File: src/hw/rtl/hsasd_pkg.sv
`timescale 1ns / 1ps
package hsasd_pkg;

   // parameter defaults and limits of the internal angle and period widths
   localparam int ANGLE_BITS_DEF  = 16;
   localparam int PERIOD_BITS_DEF = 16;
   localparam int ANGLE_MAX_W     = 24;
   localparam int PERIOD_MAX_W    = 32;

   // stream fields
   localparam int CODE_W      = 3;
   localparam int PERIOD_FW   = 16;
   localparam int LOOP_FW     = 16;
   localparam int ANGLE_FW    = 16;
   localparam int DIR_W       = 2;
   localparam int SPEED_W     = 40;
   localparam int RPM_W       = 25;
   localparam int CORR_W      = 19;
   localparam int REQ_DATA_W  = 40;
   localparam int RSP_DATA_W  = 128;

   // configuration port
   localparam int CSR_ADDR_W  = 3;
   localparam int CSR_DATA_W  = 40;
   localparam int PHASE_W     = 16;
   localparam int SPEED_NUM_W = 40;
   localparam int RPM_NUM_W   = 32;
   localparam int ALPHA_W     = 17;
   localparam int CDIV_W      = 16;

   typedef enum logic [CSR_ADDR_W-1:0] {
      CSR_PHASE_OFFSET       = 3'd0,
      CSR_SPEED_NUMERATOR    = 3'd1,
      CSR_RPM_NUMERATOR      = 3'd2,
      CSR_FILTER_ALPHA       = 3'd3,
      CSR_CORRECTION_DIVISOR = 3'd4
   } csr_addr_type;

   localparam logic [PHASE_W-1:0]     PHASE_RST = 16'd0;
   localparam logic [SPEED_NUM_W-1:0] SPEED_NUM_RST = 40'd229064922453;
   localparam logic [RPM_NUM_W-1:0]   RPM_NUM_RST = 32'd16000000;
   localparam logic [ALPHA_W-1:0]     ALPHA_RST = 17'd15591;
   localparam logic [CDIV_W-1:0]      CDIV_RST = 16'd10000;
   localparam logic [ALPHA_W-1:0]     ALPHA_ONE = 17'd65536;

   localparam logic [SPEED_W-1:0] SPEED_MAX = 40'h7F_FFFF_FFFF;
   localparam logic [SPEED_W-1:0] RPM_MAX   = 40'h00_00FF_FFFF;
   localparam logic [SPEED_W-1:0] CORR_MAX  = 40'd214749;

   // shared serial divider
   localparam int DIV_DVD_W = 40;
   localparam int DIV_DSR_W = 32;
   localparam int DIV_STEPS = 40;
   localparam int DIV_CNT_W = 6;

   localparam int QUEUE_DEPTH = 2;

   localparam logic [2:0] NO_SECTOR = 3'd6;

   typedef enum logic [0:0] {
      OP_STARTUP = 1'b0,
      OP_EDGE    = 1'b1
   } op_type;

   typedef enum logic [3:0] {
      BK_IDLE,
      BK_SPD_GO,
      BK_SPD_WAIT,
      BK_RPM_GO,
      BK_RPM_WAIT,
      BK_FLT_MUL0,
      BK_FLT_MUL1,
      BK_FLT_SUM,
      BK_COR_GO,
      BK_COR_WAIT,
      BK_DONE
   } back_state_type;

   typedef struct packed {
      logic [SPEED_NUM_W-1:0] speed_num;
      logic [RPM_NUM_W-1:0]   rpm_num;
      logic [ALPHA_W-1:0]     alpha;
      logic [CDIV_W-1:0]      corr_div;
   } back_cfg_type;

   typedef struct packed {
      op_type                  op;
      logic                    period_zero;
      logic [PERIOD_MAX_W-1:0] period;
      logic signed [DIR_W-1:0] dir;
      logic [ANGLE_FW-1:0]     angle;
      logic                    err_neg;
      logic [ANGLE_MAX_W-1:0]  err_mag;
   } item_type;

   typedef struct packed {
      logic                 start;
      logic [DIV_DVD_W-1:0] dividend;
      logic [DIV_DSR_W-1:0] divisor;
   } div_req_type;

   typedef struct packed {
      logic                 busy;
      logic                 done;
      logic [DIV_DVD_W-1:0] quotient;
   } div_rsp_type;

   // sector order 5,4,6,2,3,1 gives index 0 to 5, invalid codes give no sector
   function automatic logic [2:0] sector_index(input logic [CODE_W-1:0] code);
      logic [2:0] idx;
      unique case (code)
         3'd1:    idx = 3'd5;
         3'd2:    idx = 3'd3;
         3'd3:    idx = 3'd4;
         3'd4:    idx = 3'd1;
         3'd5:    idx = 3'd0;
         3'd6:    idx = 3'd2;
         default: idx = NO_SECTOR;
      endcase
      return idx;
   endfunction

   // n twelfths of a turn, rounded half up; small table over n in 0..12
   function automatic logic [ANGLE_MAX_W:0] twelfths(input logic [3:0] n, input int ab);
      logic [47:0] t;
      t = ({44'd0, n} << ab) + 48'd6;
      t = t / 48'd12;
      return t[ANGLE_MAX_W:0];
   endfunction

endpackage

File: src/hw/rtl/hall_sector_angle_speed_decoder_top.sv
`timescale 1ns / 1ps
// Hall sector decoder: each request carries a hall code, an edge capture period and the
// control loop angle, and gives one response with the hall angle, direction, signed speed
// per control period, raw and filtered electrical rpm and an angle correction. A startup
// request goes from the queue through the idle state to the done state and the output
// register. An edge request runs three passes of the shared 40-step serial divider (speed,
// rpm, correction), each with a start and a wait state, plus the two filter multiply
// states and the filter sum state; with a zero period only the correction pass runs. The
// front end and a two-entry queue take further requests while the queue has room, as the
// back end works and a response waits. Configuration writes belong to idle periods.
module hall_sector_angle_speed_decoder_top #(
   parameter int ANGLE_BITS  = hsasd_pkg::ANGLE_BITS_DEF,
   parameter int PERIOD_BITS = hsasd_pkg::PERIOD_BITS_DEF
) (
   input  logic                                clock,
   input  logic                                reset,
   input  logic                                req_tvalid,
   output logic                                req_tready,
   // hall_code, capture_period, loop_angle, zero fill
   input  logic [hsasd_pkg::REQ_DATA_W-1:0]    req_tdata,
   // operation
   input  logic [0:0]                          req_tuser,
   output logic                                rsp_tvalid,
   input  logic                                rsp_tready,
   // measured_angle, direction, speed_per_period, raw_rpm, filtered_rpm,
   // angle_correction, zero fill
   output logic [hsasd_pkg::RSP_DATA_W-1:0]    rsp_tdata,
   // period_error
   output logic [0:0]                          rsp_tuser,
   input  logic                                csr_wen,
   input  logic [hsasd_pkg::CSR_ADDR_W-1:0]    csr_addr,
   input  logic [hsasd_pkg::CSR_DATA_W-1:0]    csr_wdata
);

   logic [hsasd_pkg::PHASE_W-1:0] phase_ff;
   hsasd_pkg::back_cfg_type       cfg_ff;

   logic                q_ready, q_valid, q_pop, push;
   hsasd_pkg::item_type push_item, q_head;

   logic [hsasd_pkg::ANGLE_FW-1:0]       o_angle;
   logic signed [hsasd_pkg::DIR_W-1:0]   o_dir;
   logic signed [hsasd_pkg::SPEED_W-1:0] o_speed;
   logic signed [hsasd_pkg::RPM_W-1:0]   o_raw, o_filt;
   logic signed [hsasd_pkg::CORR_W-1:0]  o_corr;
   logic                                 o_perr;

   always_ff @(posedge clock) begin
      if (reset) begin
         phase_ff        <= hsasd_pkg::PHASE_RST;
         cfg_ff.speed_num <= hsasd_pkg::SPEED_NUM_RST;
         cfg_ff.rpm_num  <= hsasd_pkg::RPM_NUM_RST;
         cfg_ff.alpha    <= hsasd_pkg::ALPHA_RST;
         cfg_ff.corr_div <= hsasd_pkg::CDIV_RST;
      end else if (csr_wen) begin
         unique case (csr_addr)
            hsasd_pkg::CSR_PHASE_OFFSET:
               phase_ff <= csr_wdata[hsasd_pkg::PHASE_W-1:0];
            hsasd_pkg::CSR_SPEED_NUMERATOR:
               cfg_ff.speed_num <= csr_wdata[hsasd_pkg::SPEED_NUM_W-1:0];
            hsasd_pkg::CSR_RPM_NUMERATOR:
               cfg_ff.rpm_num <= csr_wdata[hsasd_pkg::RPM_NUM_W-1:0];
            hsasd_pkg::CSR_FILTER_ALPHA:
               cfg_ff.alpha <= csr_wdata[hsasd_pkg::ALPHA_W-1:0];
            hsasd_pkg::CSR_CORRECTION_DIVISOR:
               cfg_ff.corr_div <= csr_wdata[hsasd_pkg::CDIV_W-1:0];
            default: begin
            end
         endcase
      end
   end

   hsasd_front #(
      .ANGLE_BITS  (ANGLE_BITS),
      .PERIOD_BITS (PERIOD_BITS)
   ) u_front (
      .clock        (clock),
      .reset        (reset),
      .in_valid     (req_tvalid),
      .in_ready     (req_tready),
      .op           (hsasd_pkg::op_type'(req_tuser[0])),
      .code         (req_tdata[2:0]),
      .period_field (req_tdata[18:3]),
      .loop_field   (req_tdata[34:19]),
      .phase_offset (phase_ff),
      .q_ready      (q_ready),
      .push         (push),
      .push_item    (push_item)
   );

   hsasd_queue u_queue (
      .clock     (clock),
      .reset     (reset),
      .push      (push),
      .push_item (push_item),
      .ready     (q_ready),
      .pop       (q_pop),
      .valid     (q_valid),
      .head      (q_head)
   );

   hsasd_back u_back (
      .clock     (clock),
      .reset     (reset),
      .cfg       (cfg_ff),
      .q_valid   (q_valid),
      .q_head    (q_head),
      .q_pop     (q_pop),
      .out_valid (rsp_tvalid),
      .out_ready (rsp_tready),
      .out_angle (o_angle),
      .out_dir   (o_dir),
      .out_speed (o_speed),
      .out_raw   (o_raw),
      .out_filt  (o_filt),
      .out_corr  (o_corr),
      .out_perr  (o_perr)
   );

   assign rsp_tdata = {1'b0, o_corr, o_filt, o_raw, o_speed, o_dir, o_angle};
   assign rsp_tuser = o_perr;

endmodule

File: src/hw/rtl/hsasd_front.sv
`timescale 1ns / 1ps
module hsasd_front #(
   parameter int ANGLE_BITS  = hsasd_pkg::ANGLE_BITS_DEF,
   parameter int PERIOD_BITS = hsasd_pkg::PERIOD_BITS_DEF
) (
   input  logic                                 clock,
   input  logic                                 reset,
   input  logic                                 in_valid,
   output logic                                 in_ready,
   input  hsasd_pkg::op_type                    op,
   input  logic [hsasd_pkg::CODE_W-1:0]         code,
   input  logic [hsasd_pkg::PERIOD_FW-1:0]      period_field,
   input  logic [hsasd_pkg::LOOP_FW-1:0]        loop_field,
   input  logic [hsasd_pkg::PHASE_W-1:0]        phase_offset,
   input  logic                                 q_ready,
   output logic                                 push,
   output hsasd_pkg::item_type                  push_item
);

   logic [hsasd_pkg::CODE_W-1:0] prev_code_ff, prev_code_in;
   logic [ANGLE_BITS-1:0]        angle_ff, angle_in;
   logic signed [1:0]            dir_ff, dir_in;

   logic [2:0]                   idx, pidx, fwd_prev, bwd_prev;
   logic [3:0]                   n;
   logic                         take;
   logic [hsasd_pkg::ANGLE_MAX_W+1:0] asum;
   logic [hsasd_pkg::PERIOD_MAX_W-1:0] period_ext;
   logic [PERIOD_BITS-1:0]       period;
   logic [hsasd_pkg::ANGLE_MAX_W-1:0] loop_ext, angle_ext;
   logic [ANGLE_BITS-1:0]        loop_a, diff, mag;
   logic [hsasd_pkg::ANGLE_MAX_W:0] twelfths_tab [13];

   // sector angles, fixed at elaboration
   for (genvar k = 0; k < 13; k++) begin : g_twelfths
      localparam logic [hsasd_pkg::ANGLE_MAX_W:0] TW = hsasd_pkg::twelfths(4'(k), ANGLE_BITS);
      assign twelfths_tab[k] = TW;
   end

   assign in_ready = q_ready;
   assign push     = in_valid && q_ready;

   always_comb begin
      idx      = hsasd_pkg::sector_index(code);
      pidx     = hsasd_pkg::sector_index(prev_code_ff);
      fwd_prev = (idx == 3'd0) ? 3'd5 : idx - 3'd1;
      bwd_prev = (idx == 3'd5) ? 3'd0 : idx + 3'd1;
      take     = 1'b0;
      n        = 4'd0;
      dir_in   = dir_ff;
      if (op == hsasd_pkg::OP_STARTUP) begin
         take = (idx != hsasd_pkg::NO_SECTOR);
         n    = {idx, 1'b1};
      end else if (idx != hsasd_pkg::NO_SECTOR && pidx != hsasd_pkg::NO_SECTOR) begin
         if (pidx == fwd_prev) begin
            take   = 1'b1;
            n      = {idx, 1'b0};
            dir_in = 2'sd1;
         end else if (pidx == bwd_prev) begin
            take   = 1'b1;
            n      = {bwd_prev, 1'b0} + ((idx == 3'd5) ? 4'd12 : 4'd0);
            dir_in = -2'sd1;
         end
      end
      asum = {1'b0, twelfths_tab[n]}
           + (hsasd_pkg::ANGLE_MAX_W + 2)'(phase_offset);
      angle_in     = take ? asum[ANGLE_BITS-1:0] : angle_ff;
      prev_code_in = code;
   end

   // wrapped error of the new angle against the loop angle
   always_comb begin
      period_ext = hsasd_pkg::PERIOD_MAX_W'(period_field);
      period     = period_ext[PERIOD_BITS-1:0];
      loop_ext   = hsasd_pkg::ANGLE_MAX_W'(loop_field);
      loop_a     = loop_ext[ANGLE_BITS-1:0];
      diff       = angle_in - loop_a;
      mag        = diff[ANGLE_BITS-1] ? (~diff + 1'b1) : diff;
      angle_ext  = hsasd_pkg::ANGLE_MAX_W'(angle_in);

      push_item.op          = op;
      push_item.period_zero = (period == '0);
      push_item.period      = hsasd_pkg::PERIOD_MAX_W'(period);
      push_item.dir         = dir_in;
      push_item.angle       = angle_ext[hsasd_pkg::ANGLE_FW-1:0];
      push_item.err_neg     = diff[ANGLE_BITS-1];
      push_item.err_mag     = hsasd_pkg::ANGLE_MAX_W'(mag);
   end

   always_ff @(posedge clock) begin
      if (reset) begin
         prev_code_ff <= '0;
         angle_ff     <= '0;
         dir_ff       <= '0;
      end else if (push) begin
         prev_code_ff <= prev_code_in;
         angle_ff     <= angle_in;
         dir_ff       <= dir_in;
      end
   end

endmodule

File: src/hw/rtl/hsasd_queue.sv
`timescale 1ns / 1ps
module hsasd_queue (
   input  logic                clock,
   input  logic                reset,
   input  logic                push,
   input  hsasd_pkg::item_type push_item,
   output logic                ready,
   input  logic                pop,
   output logic                valid,
   output hsasd_pkg::item_type head
);

   localparam int PTR_W = $clog2(hsasd_pkg::QUEUE_DEPTH);
   localparam int CNT_W = $clog2(hsasd_pkg::QUEUE_DEPTH + 1);

   hsasd_pkg::item_type slot_ff [hsasd_pkg::QUEUE_DEPTH];
   logic [PTR_W-1:0] wr_ff, rd_ff;
   logic [CNT_W-1:0] cnt_ff;

   assign ready = (cnt_ff != CNT_W'(hsasd_pkg::QUEUE_DEPTH));
   assign valid = (cnt_ff != '0);
   assign head  = slot_ff[rd_ff];

   always_ff @(posedge clock) begin
      if (push) begin
         slot_ff[wr_ff] <= push_item;
      end
   end

   always_ff @(posedge clock) begin
      if (reset) begin
         wr_ff  <= '0;
         rd_ff  <= '0;
         cnt_ff <= '0;
      end else begin
         if (push) begin
            wr_ff <= (wr_ff == PTR_W'(hsasd_pkg::QUEUE_DEPTH - 1)) ? '0 : wr_ff + 1'b1;
         end
         if (pop) begin
            rd_ff <= (rd_ff == PTR_W'(hsasd_pkg::QUEUE_DEPTH - 1)) ? '0 : rd_ff + 1'b1;
         end
         cnt_ff <= cnt_ff + CNT_W'(push) - CNT_W'(pop);
      end
   end

endmodule

File: src/hw/rtl/hsasd_div.sv
`timescale 1ns / 1ps
module hsasd_div (
   input  logic                   clock,
   input  logic                   reset,
   input  hsasd_pkg::div_req_type req,
   output hsasd_pkg::div_rsp_type rsp
);

   logic                              busy_ff, done_ff;
   logic [hsasd_pkg::DIV_CNT_W-1:0]   cnt_ff;
   logic [hsasd_pkg::DIV_DSR_W-1:0]   rem_ff, dsr_ff;
   logic [hsasd_pkg::DIV_DVD_W-1:0]   quo_ff;
   logic [hsasd_pkg::DIV_DSR_W:0]     trial, diff;

   // restoring division, one quotient bit a cycle
   always_comb begin
      trial = {rem_ff, quo_ff[hsasd_pkg::DIV_DVD_W-1]};
      diff  = trial - {1'b0, dsr_ff};
   end

   always_ff @(posedge clock) begin
      if (reset) begin
         busy_ff <= 1'b0;
         done_ff <= 1'b0;
         cnt_ff  <= '0;
      end else begin
         done_ff <= 1'b0;
         if (req.start) begin
            busy_ff <= 1'b1;
            cnt_ff  <= hsasd_pkg::DIV_CNT_W'(hsasd_pkg::DIV_STEPS);
         end else if (busy_ff) begin
            cnt_ff <= cnt_ff - 1'b1;
            if (cnt_ff == hsasd_pkg::DIV_CNT_W'(1)) begin
               busy_ff <= 1'b0;
               done_ff <= 1'b1;
            end
         end
      end
   end

   always_ff @(posedge clock) begin
      if (req.start) begin
         rem_ff <= '0;
         dsr_ff <= req.divisor;
         quo_ff <= req.dividend;
      end else if (busy_ff) begin
         rem_ff <= diff[hsasd_pkg::DIV_DSR_W] ? trial[hsasd_pkg::DIV_DSR_W-1:0]
                                              : diff[hsasd_pkg::DIV_DSR_W-1:0];
         quo_ff <= {quo_ff[hsasd_pkg::DIV_DVD_W-2:0], ~diff[hsasd_pkg::DIV_DSR_W]};
      end
   end

   assign rsp.busy     = busy_ff;
   assign rsp.done     = done_ff;
   assign rsp.quotient = quo_ff;

endmodule

File: src/hw/rtl/hsasd_back.sv
`timescale 1ns / 1ps
module hsasd_back (
   input  logic                                clock,
   input  logic                                reset,
   input  hsasd_pkg::back_cfg_type             cfg,
   input  logic                                q_valid,
   input  hsasd_pkg::item_type                 q_head,
   output logic                                q_pop,
   output logic                                out_valid,
   input  logic                                out_ready,
   output logic [hsasd_pkg::ANGLE_FW-1:0]      out_angle,
   output logic signed [hsasd_pkg::DIR_W-1:0]  out_dir,
   output logic signed [hsasd_pkg::SPEED_W-1:0] out_speed,
   output logic signed [hsasd_pkg::RPM_W-1:0]  out_raw,
   output logic signed [hsasd_pkg::RPM_W-1:0]  out_filt,
   output logic signed [hsasd_pkg::CORR_W-1:0] out_corr,
   output logic                                out_perr
);

   hsasd_pkg::back_state_type state_ff, state_in;
   hsasd_pkg::item_type       item_ff;
   hsasd_pkg::div_req_type    div_req;
   hsasd_pkg::div_rsp_type    div_rsp;

   logic signed [hsasd_pkg::SPEED_W-1:0] held_speed_ff;
   logic signed [hsasd_pkg::RPM_W-1:0]   held_rpm_ff, filt_ff;
   logic signed [hsasd_pkg::CORR_W-1:0]  corr_ff;
   logic signed [42:0]                   prod0_ff, prod1_ff;
   logic [hsasd_pkg::ALPHA_W-1:0]        a_clamp, w_old;
   logic signed [43:0]                   fsum;
   logic signed [27:0]                   fsh;
   logic [hsasd_pkg::SPEED_W-1:0]        q, spd_mag, rpm_mag, cor_mag;
   logic signed [hsasd_pkg::RPM_W-1:0]   fsat;
   logic                                 load;

   hsasd_div u_div (
      .clock (clock),
      .reset (reset),
      .req   (div_req),
      .rsp   (div_rsp)
   );

   always_comb begin
      state_in = state_ff;
      unique case (state_ff)
         hsasd_pkg::BK_IDLE: begin
            if (q_valid) begin
               if (q_head.op == hsasd_pkg::OP_STARTUP) begin
                  state_in = hsasd_pkg::BK_DONE;
               end else if (q_head.period_zero) begin
                  state_in = hsasd_pkg::BK_COR_GO;
               end else begin
                  state_in = hsasd_pkg::BK_SPD_GO;
               end
            end
         end
         hsasd_pkg::BK_SPD_GO:   state_in = hsasd_pkg::BK_SPD_WAIT;
         hsasd_pkg::BK_SPD_WAIT: if (div_rsp.done) state_in = hsasd_pkg::BK_RPM_GO;
         hsasd_pkg::BK_RPM_GO:   state_in = hsasd_pkg::BK_RPM_WAIT;
         hsasd_pkg::BK_RPM_WAIT: if (div_rsp.done) state_in = hsasd_pkg::BK_FLT_MUL0;
         hsasd_pkg::BK_FLT_MUL0: state_in = hsasd_pkg::BK_FLT_MUL1;
         hsasd_pkg::BK_FLT_MUL1: state_in = hsasd_pkg::BK_FLT_SUM;
         hsasd_pkg::BK_FLT_SUM:  state_in = hsasd_pkg::BK_COR_GO;
         hsasd_pkg::BK_COR_GO:   state_in = hsasd_pkg::BK_COR_WAIT;
         hsasd_pkg::BK_COR_WAIT: if (div_rsp.done) state_in = hsasd_pkg::BK_DONE;
         hsasd_pkg::BK_DONE:     if (load) state_in = hsasd_pkg::BK_IDLE;
         default:                state_in = hsasd_pkg::BK_IDLE;
      endcase
   end

   always_comb begin
      q_pop            = (state_ff == hsasd_pkg::BK_IDLE) && q_valid;
      load             = (state_ff == hsasd_pkg::BK_DONE) && (!out_valid || out_ready);
      div_req.start    = 1'b0;
      div_req.dividend = '0;
      div_req.divisor  = hsasd_pkg::DIV_DSR_W'(item_ff.period);
      unique case (state_ff)
         hsasd_pkg::BK_SPD_GO: begin
            div_req.start    = 1'b1;
            div_req.dividend = cfg.speed_num;
         end
         hsasd_pkg::BK_RPM_GO: begin
            div_req.start    = 1'b1;
            div_req.dividend = hsasd_pkg::DIV_DVD_W'(cfg.rpm_num);
         end
         hsasd_pkg::BK_COR_GO: begin
            div_req.start    = 1'b1;
            div_req.dividend = {item_ff.err_mag, 16'd0};
            div_req.divisor  = hsasd_pkg::DIV_DSR_W'((cfg.corr_div == '0) ? 16'd1
                                                                          : cfg.corr_div);
         end
         default: begin
         end
      endcase
   end

   // quotient saturation and the filter arithmetic
   always_comb begin
      q       = div_rsp.quotient;
      spd_mag = (q > hsasd_pkg::SPEED_MAX) ? hsasd_pkg::SPEED_MAX : q;
      rpm_mag = (q > hsasd_pkg::RPM_MAX) ? hsasd_pkg::RPM_MAX : q;
      cor_mag = (q > hsasd_pkg::CORR_MAX) ? hsasd_pkg::CORR_MAX : q;
      a_clamp = (cfg.alpha > hsasd_pkg::ALPHA_ONE) ? hsasd_pkg::ALPHA_ONE : cfg.alpha;
      w_old   = hsasd_pkg::ALPHA_ONE - a_clamp;
      fsum    = 44'(prod0_ff) + 44'(prod1_ff) + 44'sd32768;
      fsh     = 28'(fsum >>> 16);
      if (fsh > 28'sd16777215) begin
         fsat = 25'sd16777215;
      end else if (fsh < -28'sd16777216) begin
         fsat = -25'sd16777216;
      end else begin
         fsat = fsh[hsasd_pkg::RPM_W-1:0];
      end
   end

   always_ff @(posedge clock) begin
      if (reset) begin
         state_ff      <= hsasd_pkg::BK_IDLE;
         held_speed_ff <= '0;
         held_rpm_ff   <= '0;
         filt_ff       <= '0;
         out_valid     <= 1'b0;
      end else begin
         state_ff <= state_in;
         if (state_ff == hsasd_pkg::BK_SPD_WAIT && div_rsp.done) begin
            held_speed_ff <= (item_ff.dir == 2'sd1) ? $signed(spd_mag) :
                             (item_ff.dir == -2'sd1) ? -$signed(spd_mag) : '0;
         end
         if (state_ff == hsasd_pkg::BK_RPM_WAIT && div_rsp.done) begin
            held_rpm_ff <= (item_ff.dir == 2'sd1) ? $signed(rpm_mag[hsasd_pkg::RPM_W-1:0]) :
                           (item_ff.dir == -2'sd1) ? -$signed(rpm_mag[hsasd_pkg::RPM_W-1:0])
                                                   : '0;
         end
         if (state_ff == hsasd_pkg::BK_FLT_SUM) begin
            filt_ff <= fsat;
         end
         if (load) begin
            out_valid <= 1'b1;
         end else if (out_ready) begin
            out_valid <= 1'b0;
         end
      end
   end

   always_ff @(posedge clock) begin
      if (q_pop) begin
         item_ff <= q_head;
         corr_ff <= '0;
      end
      if (state_ff == hsasd_pkg::BK_FLT_MUL0) begin
         prod0_ff <= $signed({1'b0, w_old}) * filt_ff;
      end
      if (state_ff == hsasd_pkg::BK_FLT_MUL1) begin
         prod1_ff <= $signed({1'b0, a_clamp}) * held_rpm_ff;
      end
      if (state_ff == hsasd_pkg::BK_COR_WAIT && div_rsp.done) begin
         corr_ff <= item_ff.err_neg ? -$signed(cor_mag[hsasd_pkg::CORR_W-1:0])
                                    : $signed(cor_mag[hsasd_pkg::CORR_W-1:0]);
      end
      if (load) begin
         out_angle <= item_ff.angle;
         out_dir   <= item_ff.dir;
         out_perr  <= (item_ff.op == hsasd_pkg::OP_EDGE) && item_ff.period_zero;
         out_filt  <= filt_ff;
         out_corr  <= corr_ff;
         if (item_ff.op == hsasd_pkg::OP_EDGE) begin
            out_speed <= held_speed_ff;
            out_raw   <= held_rpm_ff;
         end else begin
            out_speed <= '0;
            out_raw   <= '0;
         end
      end
   end

   a_pop_nonempty: assert property (@(posedge clock) disable iff (reset)
      q_pop |-> q_valid) else $error("pop from empty queue");

   a_div_idle_start: assert property (@(posedge clock) disable iff (reset)
      div_req.start |-> !div_rsp.busy) else $error("divider restarted while busy");

   a_startup_zero: assert property (@(posedge clock) disable iff (reset)
      (load && item_ff.op == hsasd_pkg::OP_STARTUP) |=>
         (out_speed == '0 && out_raw == '0 && out_corr == '0 && !out_perr))
      else $error("startup result carries speed or correction");

   a_unknown_dir: assert property (@(posedge clock) disable iff (reset)
      (out_valid && out_dir == '0) |-> (out_speed == '0 && out_raw == '0))
      else $error("speed reported with unknown direction");

endmodule
File: config.mk
export PLATFORM = sky130hd
export DESIGN_NAME = hall_sector_angle_speed_decoder_top
export DESIGN_NICKNAME = d
export VERILOG_FILES = /design/src/hw/rtl/hsasd_pkg.sv /design/src/hw/rtl/hall_sector_angle_speed_decoder_top.sv /design/src/hw/rtl/hsasd_front.sv /design/src/hw/rtl/hsasd_queue.sv /design/src/hw/rtl/hsasd_div.sv /design/src/hw/rtl/hsasd_back.sv
export SDC_FILE = /design/constraint.sdc
export NUM_CORES = 2
export LEC_CHECK = 0
export ABC_AREA = 1
export ABC_CLOCK_PERIOD_IN_PS = 27800
export BUFFER_PORTS_ARGS = -buffer_cell sky130_fd_sc_hd__buf_4
export CAP_MARGIN = 20
export CORE_UTILIZATION = 56
export CTS_BUF_LIST = sky130_fd_sc_hd__clkbuf_4 sky130_fd_sc_hd__clkbuf_8
export DETAILED_ROUTE_END_ITERATION = 6
export GPL_ROUTABILITY_DRIVEN = 0
export PLACE_DENSITY = 0.75
export SLEW_MARGIN = 15
export SYNTH_ARGS = -nofsm -noshare
export SYNTH_HDL_FRONTEND = slang
export SYNTH_SLANG_ARGS = --single-unit
File: constraint.sdc
create_clock -name clock -period 27.8 [get_ports clock]
set_input_delay 5.56 -clock clock [delete_from_list [all_inputs] [get_ports clock]]
set_output_delay 5.56 -clock clock [all_outputs]
set_load 0.01 [all_outputs]
==> run_results.csv <==
group,metric,value,unit
critical_path,end_kind,"flip-flop",
finish,syn_to_final_growth,8.55,%
hold_path,worstHoldPathType,"reg -> reg",
finish,final_util,0.614,
synthesis,syn-num-nets,9244,
power,power_density,53.3,nW/um^2
critical_path,crit_fanout,17,
drt,ant_nets,0,
job,cap_violations,0,
clock_tree,cts_setup_buffers,0,
clock_tree,post_cts_resized,0,
hold_path,holdPathStages,0,
power,power_frac_comb,0.318,
floorplanning,die_w,347,um
placement,port-buffer-count,213,
timing,relSlewSlack,0.193,
power,p_seq_frac,0.400,
timing,skew,0.0809,ns
critical_path,critPathArrivalTime,11.54,ns
critical_path,cpPeakStageDelay,0.49,ns
finish,drive_gt1_frac,0.0775,
timing,worstMarginPinSlew,1.21,ns
timing,rsz0062_at_grt,"false",
drt,wirelength,180000,um
floorplanning,fp-row-count,126,
synthesis,synth_warnings,0,
grt,grt_overflow,0,
clock_tree,postCtsHoldBufs,0,
synthesis,synth_cell_types,66,
synthesis,synth_top_flop_cell,"edfxtp_1",
clock_tree,clk_path_buf_depth,3,
clock_tree,worstSkewPairLatency,0.88,ns
grt,grt_pass1_vias,54200,
timing,finalWorstSetupSlack,16.83,ns
timing,period_minus_slack,10.97,ns
critical_path,required,28.38,ns
synthesis,synthesis.area,66800,um^2
critical_path,r2r.worst_path.cells,42,
finish,register_area,19100,um^2
clock_tree,cts_buffers,121,
grt,grtUsageTotal,0.302,
power,p_leak,35.2,nW
power,internal_power,2.39,mW
drt,dr.pass1.iters,6,
synthesis,synth.largest_area_cell,"fa_1",
placement,pre_cts_ws,16.18,ns
clock_tree,root_buffer,"clkbuf_8",
drt,vias,54400,
finish,finalNonFillerCells,9719,
finish,fill_cells,9972,
finish,postLayoutCellArea,72500,um^2
synthesis,synth_edf_count,448,
clock_tree,cts_tree,"yes",
drt,routed_via_density,5.60,
synthesis,ys_ff_latch,730,
critical_path,criticalPathCategory,"in -> reg",
synthesis,synth_cells,7971,
grt,grt_pass1_wl,289000,um
finish,final_nets,9343,
clock_tree,path_clk_slew,0.06,ns
timing,report.final.slew_viol_count,0,
timing,hold_violations,0,
critical_path,cpMostUsedCell,"nand2_1",
synthesis,ys_async_sr_fraction,0,
power,swShare,0.381,
power,switchingPower,1.47,mW
synthesis,synthTopCellsByArea,"fa_1, edfxtp_1, inv_1",
placement,place_inst,9481,
finish,multi_input_area,40200,um^2
critical_path,path_delay_family,"simple AND/OR/NAND/NOR gates",
grt,grt_max_degree,117,
drt,route.detailed.drc,0,
timing,finalSetupViolCount,0,
critical_path,start_kind,"input pin",
timing,tns,0,ns
synthesis,synth.top_cell.area_share,0.250,
synthesis,avgSynthCellArea,8.38,um^2
power,ir_drop,0.0615,mV
run_status,status,"complete, no violations",
placement,dp_hpwl,136000,um
floorplanning,start_util,0.565,
placement,post_dp_cell_area,69700,um^2
floorplanning,ioPinCount,220,
timing,max_freq,91.2,MHz
grt,antenna_found_initial,2,
synthesis,synth-seq-area-share,0.286,
critical_path,cpMaxStageDelayCell,"o22ai_1",
timing,fin_crit_sh,0.394,
critical_path,worst-path-buf-inv,4,
clock_tree,h-tree-depth,3,
drt,wl_per_cell,18.6,um
critical_path,path_depth,41,
power,pwr-share-clk,0.282,
floorplanning,core,118000,um^2
floorplanning,die_h,347,um
clock_tree,cts_sinks,730,
floorplanning,dieArea,121000,um^2
drt,drtIter0Drc,5709,
power groups by stage:
| stage | Combinational, mW | Sequential (mW) | Clock [mW] |
|---|---|---|---|
| 6_report | 1.23 | 1.55 | 1.09 |
| 5_1_grt | 1.36 | 1.56 | 1.15 |
| 4_1_cts | 1.20 | 1.54 | 1.10 |
| 3_5_place_dp | 1.19 | 1.56 | 0 |
| 3_3_place_gp | 1.17 | 1.55 | 0 |
| 2_1_floorplan | 0.860 | 1.51 | 0 |
worst paths after layout:
| path | startpoint | end | slack [ns] |
|---|---|---|---|
| setup / recovery | req_tdata[2] | u_queue.slot_ff[0][5] | 16.83 |
| hold / removal | u_back.corr_ff[13] | u_back.out_corr[13] | 0.42 |
| setup reg to reg | cfg_ff[16] | u_back.prod0_ff[39] | 17.54 |
| hold reg to reg | u_back.corr_ff[13] | u_back.out_corr[13] | 0.42 |
cell families after synthesis:
family / synth area share
xor+xnor: 0.0287
mux: 0.000150
buf+inv: 0.114
simple gates: 0.176
flops: 0.286
other cells: 0.0000561
compound gates: 0.0796
fa+ha+maj: 0.315
layout by cell type (no fill, tap or decap), drive strengths merged, types with 25 or more instances in the layout:
| cell | instances |
|---|---|
| inv | 1695 |
| nand2 | 1654 |
| fa | 835 |
| nor2 | 776 |
| edfxtp | 448 |
| a21oi | 409 |
| o21ai | 392 |
| ha | 349 |
| dfxtp | 282 |
| buf | 280 |
| nand3 | 279 |
| clkbuf | 198 |
| xor2 | 157 |
| nor3 | 65 |
| xnor2 | 62 |
| nand4 | 51 |
| a31oi | 29 |
| o211ai | 25 |
| clkinv | 25 |
layout make-up:
type / count / area share
well taps: 1536 / 0.0265
flip-flops and latches: 730 / 0.263
repair buffers: 280 / 0.0295
inverters: 1695 / 0.0878
multi-input cells: 5242 / 0.554
clock inverters: 34 / 0.00667
clock buffers: 198 / 0.0323
diodes: 4 / 0.000138
through the flow:
| step | hold WS [ns] | total power, mW |
|---|---|---|
| 6_report | 0.415 | 3.86 |
| 5_1_grt | 0.420 | 4.06 |
| 4_1_cts | 0.415 | 3.84 |
| 3_5_place_dp | 0.406 | 2.75 |
| 3_3_place_gp | 0.403 | 2.72 |
| 2_1_floorplan | 0.400 | 2.37 |
cell usage after synthesis (all sizes together) (2+ instances only):
library cell and number:
xnor2 62, buf 59, a211oi 8, o31ai 4, o2111ai 9, a221oi 6
nand3 279, nor4 24, nand4 51, clkinv 5, o311ai 2, ha 349
xor2 157, fa 835, a21boi 6, o21bai 10, inv 1690, a31oi 29
nor3 65, a22o 11, o21a 17, nand3b 10, and3 4, o21ai 392
clkbuf 245, nor2 776, o211ai 25, o22ai 2, edfxtp 448, o221ai 4
a21o 12, a21oi 409, a221o 13, dfxtp 282, nand2 1654, or2 11
sequential cells by signal, indices dropped and copies added (netlist names), 32 cells and up, named ones only:
| name | cells |
|---|---|
| u_back.out_speed | 40 |
| u_back.held_speed_ff | 40 |
| u_queue.slot_ff | 106 |
| u_back.u_div.rem_ff | 32 |
| u_back.u_div.quo_ff | 40 |
| cfg_ff | 105 |
| u_back.item_ff | 53 |
| u_back.prod0_ff | 43 |
| u_back.prod1_ff | 43 |
layer usage:
layer / share of wire / vias up / track usage
met1: 0.40 / 26400 / 0.411
li1: - / 24800 / -
met4: 0.040 / 0 / 0.117
met3: 0.11 / 481 / 0.0641
met2: 0.45 / 2733 / 0.476
met5: 0 / - / 0
No activity file was read; power rests on OpenSTA's default activity.
